===== config.mk =====
export PLATFORM = sky130hd
export DESIGN_NAME = nram_cell
export DESIGN_NICKNAME = d
export VERILOG_FILES = /design/src/hw/rtl/nram_pkg.sv /design/src/hw/rtl/nram_cell.sv
export SDC_FILE = /design/constraint.sdc
export NUM_CORES = 1
export LEC_CHECK = 0
export ABC_CLOCK_PERIOD_IN_PS = 7700
export BUFFER_PORTS_ARGS = -buffer_cell sky130_fd_sc_hd__buf_2
export CORE_UTILIZATION = 35
export CTS_BUF_LIST = sky130_fd_sc_hd__clkbuf_8
export DETAILED_ROUTE_END_ITERATION = 8
export PLACE_DENSITY = 0.65
export SKIP_CTS_REPAIR_TIMING = 1
export SYNTH_ARGS = -nofsm -noshare
export SYNTH_HDL_FRONTEND = slang
export SYNTH_SLANG_ARGS = --single-unit

===== constraint.sdc =====
create_clock -name aclk -period 7.7 [get_ports aclk]
set_input_delay 0.385 -clock aclk [delete_from_list [all_inputs] [get_ports aclk]]
set_output_delay 0.385 -clock aclk [all_outputs]
set_load 0.005 [all_outputs]

===== src/hw/rtl/nram_pkg.sv =====
// Shared types and constants for the nearest region anchor map.
package nram_pkg;

    localparam int REGIONS = 64;
    localparam int IDX_W = 6;
    localparam int FRAC_W = 16;
    localparam logic [FRAC_W-1:0] FRAC_MAX = 16'd64880;

    localparam logic [1:0] MODE_WRITE = 2'd0;
    localparam logic [1:0] MODE_CLEAR = 2'd1;
    localparam logic [1:0] MODE_BYTE  = 2'd2;
    localparam logic [1:0] MODE_PIXEL = 2'd3;

    localparam logic [1:0] Q_NONE   = 2'd0;
    localparam logic [1:0] Q_APPROX = 2'd1;

    typedef struct packed {
        logic [31:0] src_begin;
        logic [31:0] src_end;
        logic [1:0]  quality;
        logic [23:0] top;
        logic [15:0] height;
    } entry_t;

    typedef struct packed {
        logic        mode_pixel;
        logic [31:0] anchor_byte;
        logic [23:0] query_y;
    } query_t;

    // Candidate moving down the cell chain.
    typedef struct packed {
        logic        found;
        logic [32:0] gap;
        logic [31:0] span;
        entry_t      ent;
    } cand_t;

    typedef struct packed {
        logic [1:0]  mode;
        logic [5:0]  entry_index;
        entry_t      ent;
    } cmd_t;

endpackage


===== src/hw/rtl/nram_cell.sv =====
// One table entry plus a compare stage of the scan chain.
module nram_cell (
    input  logic            aclk,
    input  logic            aresetn,
    input  logic            wr_en,
    input  logic            clr_en,
    input  nram_pkg::entry_t wr_data,
    input  logic            shift_en,
    input  nram_pkg::query_t qry,
    input  nram_pkg::cand_t  cand_in,
    output nram_pkg::cand_t  cand_out
);
    nram_pkg::entry_t ent_reg;
    logic [1:0] qual_reg;
    nram_pkg::cand_t cand_reg, cand_next;
    nram_pkg::entry_t ent_v;
    logic [32:0] d;
    logic [31:0] span;
    logic signed [24:0] y, s, e;
    logic take;

    always_comb begin
        ent_v = ent_reg;
        ent_v.quality = qual_reg;
        y = {qry.query_y[23], qry.query_y};
        s = {ent_reg.top[23], ent_reg.top};
        e = s + $signed({9'd0, ent_reg.height});
        span = ent_reg.src_end - ent_reg.src_begin;
        if (qry.mode_pixel) begin
            if (y < s) d = {{8{1'b0}}, 25'(s - y)};
            else if (y >= e) d = {{8{1'b0}}, 25'(y - e + 25'sd1)};
            else d = '0;
        end else begin
            if (qry.anchor_byte < ent_reg.src_begin)
                d = {1'b0, ent_reg.src_begin - qry.anchor_byte};
            else if (qry.anchor_byte >= ent_reg.src_end)
                d = {1'b0, qry.anchor_byte - ent_reg.src_end} + 33'd1;
            else d = '0;
        end
        take = 1'b0;
        if (qual_reg != nram_pkg::Q_NONE) begin
            if (!cand_in.found || d < cand_in.gap) take = 1'b1;
            else if (d == cand_in.gap) begin
                if (qry.mode_pixel) begin
                    if (ent_reg.height < cand_in.ent.height) take = 1'b1;
                    else if (ent_reg.height == cand_in.ent.height &&
                             ent_reg.src_begin < cand_in.ent.src_begin) take = 1'b1;
                end else if (span < cand_in.span) begin
                    take = 1'b1;
                end
            end
        end
        cand_next = cand_in;
        if (take) begin
            cand_next.found = 1'b1;
            cand_next.gap = d;
            cand_next.span = span;
            cand_next.ent = ent_v;
        end
    end

    always_ff @(posedge aclk) begin
        if (!aresetn) begin
            qual_reg <= nram_pkg::Q_NONE;
            cand_reg.found <= 1'b0;
        end else begin
            if (clr_en) qual_reg <= nram_pkg::Q_NONE;
            else if (wr_en) qual_reg <= wr_data.quality;
            if (shift_en) cand_reg.found <= cand_next.found;
        end
        if (wr_en) ent_reg <= wr_data;
        if (shift_en) begin
            cand_reg.gap  <= cand_next.gap;
            cand_reg.span <= cand_next.span;
            cand_reg.ent  <= cand_next.ent;
        end
    end

    assign cand_out = cand_reg;
endmodule


; ---- Word level (Yosys, flattened, before mapping)
; Index checks and enable logic that the tools add are counted.
[totals]
output_inout_bits = 172
elab_cells = 50
reg_bits = 278
[op_classes]
addsub = 8
muxes = 13
n_eq_ne = 2
reduce_logical = 5
bitwise_logic = 1
magnitude_cmp = 8
[ops]
columns = cell, count
row1 = 2-to-1 mux 172 bit, 1
row2 = 2-to-1 mux 33 bit, 3
row3 = less-than comparator 32 bit, 3
row4 = subtractor 32 bit, 3
row5 = 2-to-1 mux 25 bit, 2
row6 = adder 32 x 1 -> 33 bit (second input constant), 1
row7 = equality test 33 bit, 1
row8 = less-than comparator 33 bit, 1
row9 = >= comparator 32 bit, 1
row10 = adder 24 x 17 -> 25 bit, 1
row11 = adder 25 x 2 -> 25 bit (second input constant), 1
row12 = >= comparator 24 x 25 -> 1 bit, 1
row13 = subtractor 24 x 24 -> 25 bit, 1
row14 = subtractor 24 x 25 -> 25 bit, 1
row15 = less-than comparator 24 bit, 1
row16 = equality test 16 bit, 1
row17 = less-than comparator 16 bit, 1
row18 = 2-to-1 mux 1 bit, 7
row19 = nonzero test 2 bit, 1
row20 = OR reduction 2 bit, 1
row21 = logical AND 1 bit, 1
row22 = logical NOT 1 bit, 1
row23 = logical OR 1 bit, 1
row24 = inverter 1 bit, 1

; ---- Depth between registers and ports, before layout
; Gate-level depths: netlist (run 1).
[depth]
depth_word = 11
mapped_depth = 39

; ---- Worst setup path before layout (run 1)
; OpenSTA, ideal clock, no wires.
[synth_path]
path_kind = reg2reg
startpoint = reg ent_reg[0] in the netlist's numbering
endpoint = reg cand_reg, in the netlist cand_out[139] (data pin)
stages_incl_launch_ff = 38
required_time_ps = 7440
path_slack_ps = 72
path_buffers = 3
synth_period_minus_slack_ps = 7628
arrival_time_ps = 7368
setup_time_ps = 260
path_cell_list = edfxtp_1 -> ha_1 -> inv_1 -> fa_1 -> nor2b_1 -> o21ai_0 -> a21boi_0 -> o21ai_0 -> a21boi_0 -> o21a_1 -> o21a_1 -> o21ai_0 -> a21oi_1 -> nor4_1 -> a311oi_1 -> ha_1 -> nand4_1 -> o32ai_1 -> [... 2 more ...] -> a31oi_1 -> nor3_2 -> clkbuf_1 -> a22oi_1 -> a21oi_1 -> ha_1 -> a21o_1 -> a21oi_1 -> o22ai_1 -> nor2_1 -> o21ai_0 -> a221o_1 -> o41a_1 -> o211ai_1 -> o21a_1 -> clkbuf_1 -> buf_1 -> mux2_2
[synth_lines]
columns = item, line_no
row1 = start: declaration, nram_cell.sv:13  ; nram_pkg::entry_t ent_reg;
row2 = start signal: assignment, nram_cell.sv:71  ; if (wr_en) ent_reg <= wr_data;
row3 = end: declaration, nram_cell.sv:15  ; nram_pkg::cand_t cand_reg, cand_next;

==> results of run 1 <==
==> placed cells by master, fill, tap and decap left out, drive strengths merged, types with 10 or more instances in the layout <==
cell,instances
and2,17
nor4,18
o21ai,174
nor2b,22
and3,20
clkinv,16
a21oi,173
a21o,108
inv,325
nand4,50
nand2,203
xnor2,101
mux2,93
nand2b,20
or3,17
a21boi,11
a22oi,13
dlygate4sd3,104
buf,638
a211o,10
a2111oi,13
a221oi,19
o31ai,15
edfxtp,275
clkbuf,60
a211oi,28
o21bai,23
xor2,50
a31oi,28
nand3,45
ha,298
o211ai,19
diode,10
nor2,137
o21a,28
nor3,54
fa,17
==> cell type report <==
cell class / instances / area share (%)
Clock buffer: 53 / 2.312
Timing Repair Buffer: 749 / 15.66
Antenna cell: 10 / 0.07931
Sequential cell: 278 / 26.36
Multi-Input combinational cell: 1942 / 47.52
Inverter: 306 / 3.640
Tap cell: 931 / 3.692
Clock inverter: 40 / 0.7336
==> layer usage <==
layer	track usage [%]	wire [microns]	up-vias
li1	-	-	11020
met4	8.108	2776	14
met3	4.425	5391	150
met2	39.63	42390	836
met1	29.54	38030	10660
met5	0	92	-
==> synthesized netlist by cell type (all sizes together) (18+ instances only) <==
| cell type | n | area share (%) |
|---|---|---|
| o21a | 28 | 0.87 |
| nor3 | 54 | 1.2 |
| and3 | 20 | 0.52 |
| mux2 | 93 | 4.3 |
| nor4 | 18 | 0.53 |
| clkbuf | 52 | 0.81 |
| nand3 | 45 | 0.95 |
| nand2b | 20 | 0.52 |
| nor2b | 22 | 0.57 |
| inv | 306 | 4.7 |
| a221oi | 19 | 0.69 |
| a31oi | 28 | 0.77 |
| edfxtp | 275 | 34 |
| xor2 | 50 | 1.8 |
| ha | 298 | 15 |
| o21ai | 174 | 3.6 |
| xnor2 | 101 | 3.6 |
| nand4 | 50 | 1.3 |
| nand2 | 203 | 3.2 |
| o21bai | 23 | 0.71 |
| a21oi | 173 | 3.6 |
| o211ai | 19 | 0.67 |
| a211oi | 28 | 0.89 |
| a21o | 108 | 3.3 |
| nor2 | 137 | 2.1 |
==> cell families (layout without fill, tap and decap cells) <==
group / count (synthesis) / count (layout) / synth area share, %
buffers and inverters: 374 / 1148 / 5.858
adders and majority gates: 315 / 315 / 16.78
and+or+nand+nor: 645 / 645 / 13.12
other: 0 / 10 / 0
xor gates and xnor gates: 151 / 151 / 5.486
muxes: 100 / 100 / 4.609
AOI/OAI and AO/OA: 731 / 731 / 19.83
DFF: 278 / 278 / 34.31
==> report_power, final <==
group	leakage (nW)	internal [mW]	switching [mW]	total, mW
Combinational	11.3	1.23	1.55	2.78
Clock	0.556	0.707	0.677	1.38
Sequential	2.72	1.81	0.0927	1.91
==> worst max-delay path, delay by kind of cell, from the launching register on <==
kind / cells / cell delay [ns]
AO/OA/AOI/OAI: 23 / 4.01
adder cells (fa/ha/maj): 4 / 1.01
buffers and inverters: 5 / 0.69
flip-flops: 1 / 0.43
multiplexers: 1 / 0.32
AND/OR/NAND/NOR: 5 / 1.00
==> worst paths after layout <==
kind	end	slack (ns)	cells past startpoint
worst max-delay path	cand_out[44]	-0.03	38
worst min-delay path	qual_reg[1]	-0.008	3
worst max register to register	cand_out[44]	-0.03	38
worst min register to register	cand_out[171]	0.56	2
==> impl_metrics.py, run 1 <==
metrics = {
    "power": {
        "ir_drop_mv": 0.1564,
        "p_leak_nw": 14.57,
        "finalPower_mw": 6.075,
        "power_density_nw_per_um2": 192.5,
    },
    "clock_network": {
        "clk_pin_slew_ns": 0.06,
        "cts_tree": "done",
        "cts-htree-levels": 2,
        "clockBufferDepth": 3,
        "clock-sinks": 278,
        "clk_latency_ns": 0.64,
        "root_buffer": "clkbuf_8",
        "cts-buffers-inserted": 51,
    },
    "logic_synthesis": {
        "synthFlopType": "edfxtp_1",
        "ys_warn_count": 0,
        "synth.avg_cell_area_sq_um": 9.345,
        "synthCells": 2594,
        "synth-edff-count": 275,
        "ys_seq_area_share_pct": 34.31,
        "synthArstFlopShare_pct": 0,
        "syn-num-nets": 3249,
        "synth_cell_types": 89,
        "synth_seq_cells": 278,
        "syn-cell-area_sq_um": 24240,
    },
    "global_route": {
        "grt_pass1_wl_mm": 124.8,
        "grt_max_degree": 67,
        "grt.total_usage_pct": 23.35,
        "overflow": 0,
        "antenna_found_initial": 17,
        "grt_pass1_vias": 21460,
    },
    "critical_path": {
        "reg2reg_from": "ent_reg[0]",
        "criticalPathCategory": "reg2reg",
        "worst_ep_required_time_ns": 8.09,
        "slowest_stage": "edfxtp_1",
        "cp-start-kind": "register",
        "critPathMaxFanout": 8,
        "cp-end-kind": "register",
        "max_stage_delay_ns": 0.43,
        "cp_data_arrival_time_ns": 8.12,
        "startpoint": "ent_reg[0]",
    },
    "layout": {
        "final_area_sq_um": 31550,
        "multi_input_area_sq_um": 14990,
        "drive_gt1_share_pct": 26.66,
        "fin_util_pct": 46.00,
        "area_growth_pct": 30.16,
        "seq_area_sq_um": 8318,
        "nets": 3983,
        "largest_reg_flops": 172,
        "stdcell_count": 4309,
        "fill_cells": 6519,
    },
    "sta": {
        "finalCritPeriodShare_pct": 100.4,
        "worst_slack_ns": -0.02893,
        "setup_tns_ns": -0.1166,
        "hold_viol_final": 1,
        "tightest_slew_ns": 0.9766,
        "setup_viol": 6,
        "fin_crit_ns": 7.729,
        "grt_setup_unrepaired": "true",
        "relSlewSlack_pct": 34.39,
        "skew_ns": 0.02318,
        "whs_ns": -0.008003,
        "drv_slew": 0,
        "fmax_mhz": 129.4,
    },
    "placed_design": {
        "place_ws_ns": -0.9043,
        "gp_congestion": 0.9490,
        "dpl_cell_area_sq_um": 28520,
        "dp.cells": 4061,
        "dp_hpwl_mm": 70.34,
        "io_buffers": 511,
    },
    "routing": {
        "viasPerCell": 5.262,
        "drc": 0,
        "dr.pass1.iters": 6,
        "finalWirelength_mm": 88.68,
        "vias": 22680,
        "drt-wirelength-per-cell_microns": 20.58,
        "postRouteAntennaNets": 0,
        "drt_iter0_markers": 1708,
    },
    "min_path": {
        "worst_hold_startpoint": "wr_data[41]",
        "hold_path_class": "in2reg",
    },
    "die": {
        "dieArea_sq_um": 70320,
        "io_pins": 512,
        "start_util_pct": 35.35,
        "coreArea_sq_um": 68590,
        "die_h_microns": 265.2,
        "placementRows": 96,
        "fp.dieW_microns": 265.2,
    },
    "status": {
        "outcome": "finished with violations",
        "failed_checks": "hold timing, setup timing",
    },
    "job": {
        "cap_violations": 0,
    },
}
Power figures use the tool's default switching activity.
==> run 2: changes to the inputs <==
--- a/config.mk
+++ b/config.mk
@@ -5,12 +5,14 @@
 export SDC_FILE = /design/constraint.sdc
 export NUM_CORES = 1
 export LEC_CHECK = 0
+export ABC_AREA = 1
 export ABC_CLOCK_PERIOD_IN_PS = 7700
 export BUFFER_PORTS_ARGS = -buffer_cell sky130_fd_sc_hd__buf_2
 export CORE_UTILIZATION = 35
 export CTS_BUF_LIST = sky130_fd_sc_hd__clkbuf_8
 export DETAILED_ROUTE_END_ITERATION = 8
 export PLACE_DENSITY = 0.65
+export REMOVE_ABC_BUFFERS = 1
 export SKIP_CTS_REPAIR_TIMING = 1
 export SYNTH_ARGS = -nofsm -noshare
 export SYNTH_HDL_FRONTEND = slang
==> impl_metrics.py, run 2 <==
metrics = {
    "global_route": {
        "grt.total_usage_pct": 24.89,
        "grt_pass1_wl_mm": 138.4,
        "antenna_found_initial": 7,
        "grt_max_degree": 86,
        "overflow": 0,
        "grt_pass1_vias": 24290,
    },
    "sta": {
        "relSlewSlack_pct": 40.83,
        "fin_crit_ns": 7.063,
        "drv_slew": 0,
        "worst_slack_ns": 0.6370,
        "fmax_mhz": 141.6,
        "tightest_slew_ns": 0.8794,
        "skew_ns": 0.05129,
        "whs_ns": -0.006163,
        "setup_tns_ns": 0,
        "setup_viol": 0,
        "finalCritPeriodShare_pct": 91.73,
        "hold_viol_final": 2,
    },
    "power": {
        "power_density_nw_per_um2": 195.2,
        "p_leak_nw": 15.48,
        "ir_drop_mv": 0.1408,
        "finalPower_mw": 6.120,
    },
    "clock_network": {
        "cts-buffers-inserted": 53,
        "clockBufferDepth": 3,
        "cts-htree-levels": 2,
        "clk_pin_slew_ns": 0.06,
        "clock-sinks": 278,
        "cts_tree": "done",
        "root_buffer": "clkbuf_8",
        "clk_latency_ns": 0.68,
    },
    "layout": {
        "nets": 4657,
        "final_area_sq_um": 31360,
        "mostFrequentLayoutCells": "859 x nand2_1, 521 x inv_1, 509 x buf_2",
        "drive_gt1_share_pct": 16.96,
        "area_growth_pct": 25.03,
        "fin_util_pct": 44.47,
        "largest_reg_flops": 172,
        "stdcell_count": 4990,
        "layout_commonest_cell": "nand2_1",
    },
    "placed_design": {
        "place_ws_ns": 0.3135,
        "dpl_cell_area_sq_um": 28930,
        "gp_congestion": 0.9476,
        "dp.cells": 4760,
        "dp_hpwl_mm": 77.42,
        "io_buffers": 511,
    },
    "logic_synthesis": {
        "netlist_top_cells_count": "859 x nand2_1, 517 x inv_1, 298 x ha_1",
        "synthCells": 3334,
        "synth_top_area_share_pct": 32.93,
        "synth_most_common_cell": "nand2_1",
        "yosysTopAreaCell": "edfxtp_1",
        "synth.top_cells.by_area": "edfxtp_1 33%, ha_1 15%, nand2_1 13%",
        "synth_seq_cells": 278,
        "synth-edff-count": 275,
        "synth.avg_cell_area_sq_um": 7.523,
        "synthFlopType": "edfxtp_1",
        "ys_seq_area_share_pct": 33.17,
        "ys_warn_count": 0,
        "syn-cell-area_sq_um": 25080,
        "synthArstFlopShare_pct": 0,
        "synth_cell_types": 55,
    },
    "routing": {
        "viasPerCell": 4.991,
        "drt-wirelength-per-cell_microns": 19.16,
        "met2_length_mm": 48.27,
        "drc": 0,
        "wl_met1_mm": 39.45,
        "dr.pass1.iters": 8,
        "finalWirelength_mm": 95.63,
        "highest_layer": "met5",
        "vias": 24900,
        "drt_iter0_markers": 1580,
        "wl_met3_mm": 4.985,
        "postRouteAntennaNets": 0,
    },
    "status": {
        "failed_checks": "hold timing",
        "outcome": "finished with violations",
    },
    "critical_path": {
        "ff2ff_setup_slack_ns": 0.64,
        "cp-end-kind": "register",
        "criticalPathCategory": "reg2reg",
        "worstReg2RegEnd": "cand_out[103]",
        "startpoint": "ent_reg[0]",
        "max_stage_delay_ns": 0.39,
        "cp_common_cell": "nand2_1",
        "cp-start-kind": "register",
        "critPathMaxFanout": 27,
        "cp_data_arrival_time_ns": 7.47,
        "worst_ep_required_time_ns": 8.10,
        "slowest_stage": "edfxtp_1",
        "reg2reg_from": "ent_reg[0]",
        "worst_r2r_path_depth": 39,
    },
    "die": {
        "start_util_pct": 35.57,
        "die_h_microns": 269.7,
        "io_pins": 512,
        "coreArea_sq_um": 70510,
        "fp.dieW_microns": 269.7,
        "dieArea_sq_um": 72730,
        "placementRows": 97,
    },
    "min_path": {
        "holdPathStages": 3,
        "worst_hold_startpoint": "cand_in[19]",
        "hold_end": "cand_out[19]",
        "hold_path_class": "in2reg",
    },
    "job": {
        "cap_violations": 0,
    },
}
## run 2: how the worst max path moves through the flow
stage	slack (ns)	cells past startpoint	to
after floorplan	-5.64	44	cand_out[0]
after global placement	0.30	42	cand_out[128]
after detailed placement	0.31	42	cand_out[13]
after CTS	0.30	42	cand_out[13]
after global routing	-0.005	43	cand_out[48]
final	0.64	39	cand_out[103]
## run 2: area by class of cell
cell class	count	area (sq um)
Multi-Input combinational cell	2477	14610
Inverter	524	1972
Sequential cell	278	8318
Clock inverter	43	347.8
Tap cell	940	1176
Clock buffer	54	743.2
Antenna cell	6	15.01
Fill cell	7245	39160
Timing Repair Buffer	668	4179
## run 2: routing by layer
metal  GRT usage, %  up-vias
li1               -    12510
met1          29.73    11460
met2          45.60      774
met3          3.527      154
met4          7.790        4
met5              0        -
## run 2: kinds of logic (layout without fill, tap and decap cells)
kind of cell / after synthesis / in the layout / synth area share [%]
AO/OA/AOI/OAI: 607 / 607 / 13.23
XOR/XNOR: 122 / 122 / 4.410
adder cells (fa/ha/maj): 315 / 315 / 16.22
other: 0 / 6 / 0
AND/OR/NAND/NOR: 1433 / 1433 / 24.23
buffers and inverters: 579 / 1289 / 8.745
flip-flops: 278 / 278 / 33.17
## run 2: power breakdown
| group | switching, mW | internal [mW] |
|---|---|---|
| sequential | 0.0810 | 1.83 |
| combinational | 1.65 | 0.973 |
| clock | 0.759 | 0.830 |
| total | 2.49 | 3.63 |
## run 2: worst max-delay path, delay by kind of cell, from the launching register on
kind | cells | cell delay (ns)
buffers and inverters | 5 | 0.83
AOI/OAI and AO/OA | 17 | 2.91
adders and majority gates | 5 | 1.31
and+or+nand+nor | 10 | 0.85
DFF | 1 | 0.39
xor gates and xnor gates | 2 | 0.48
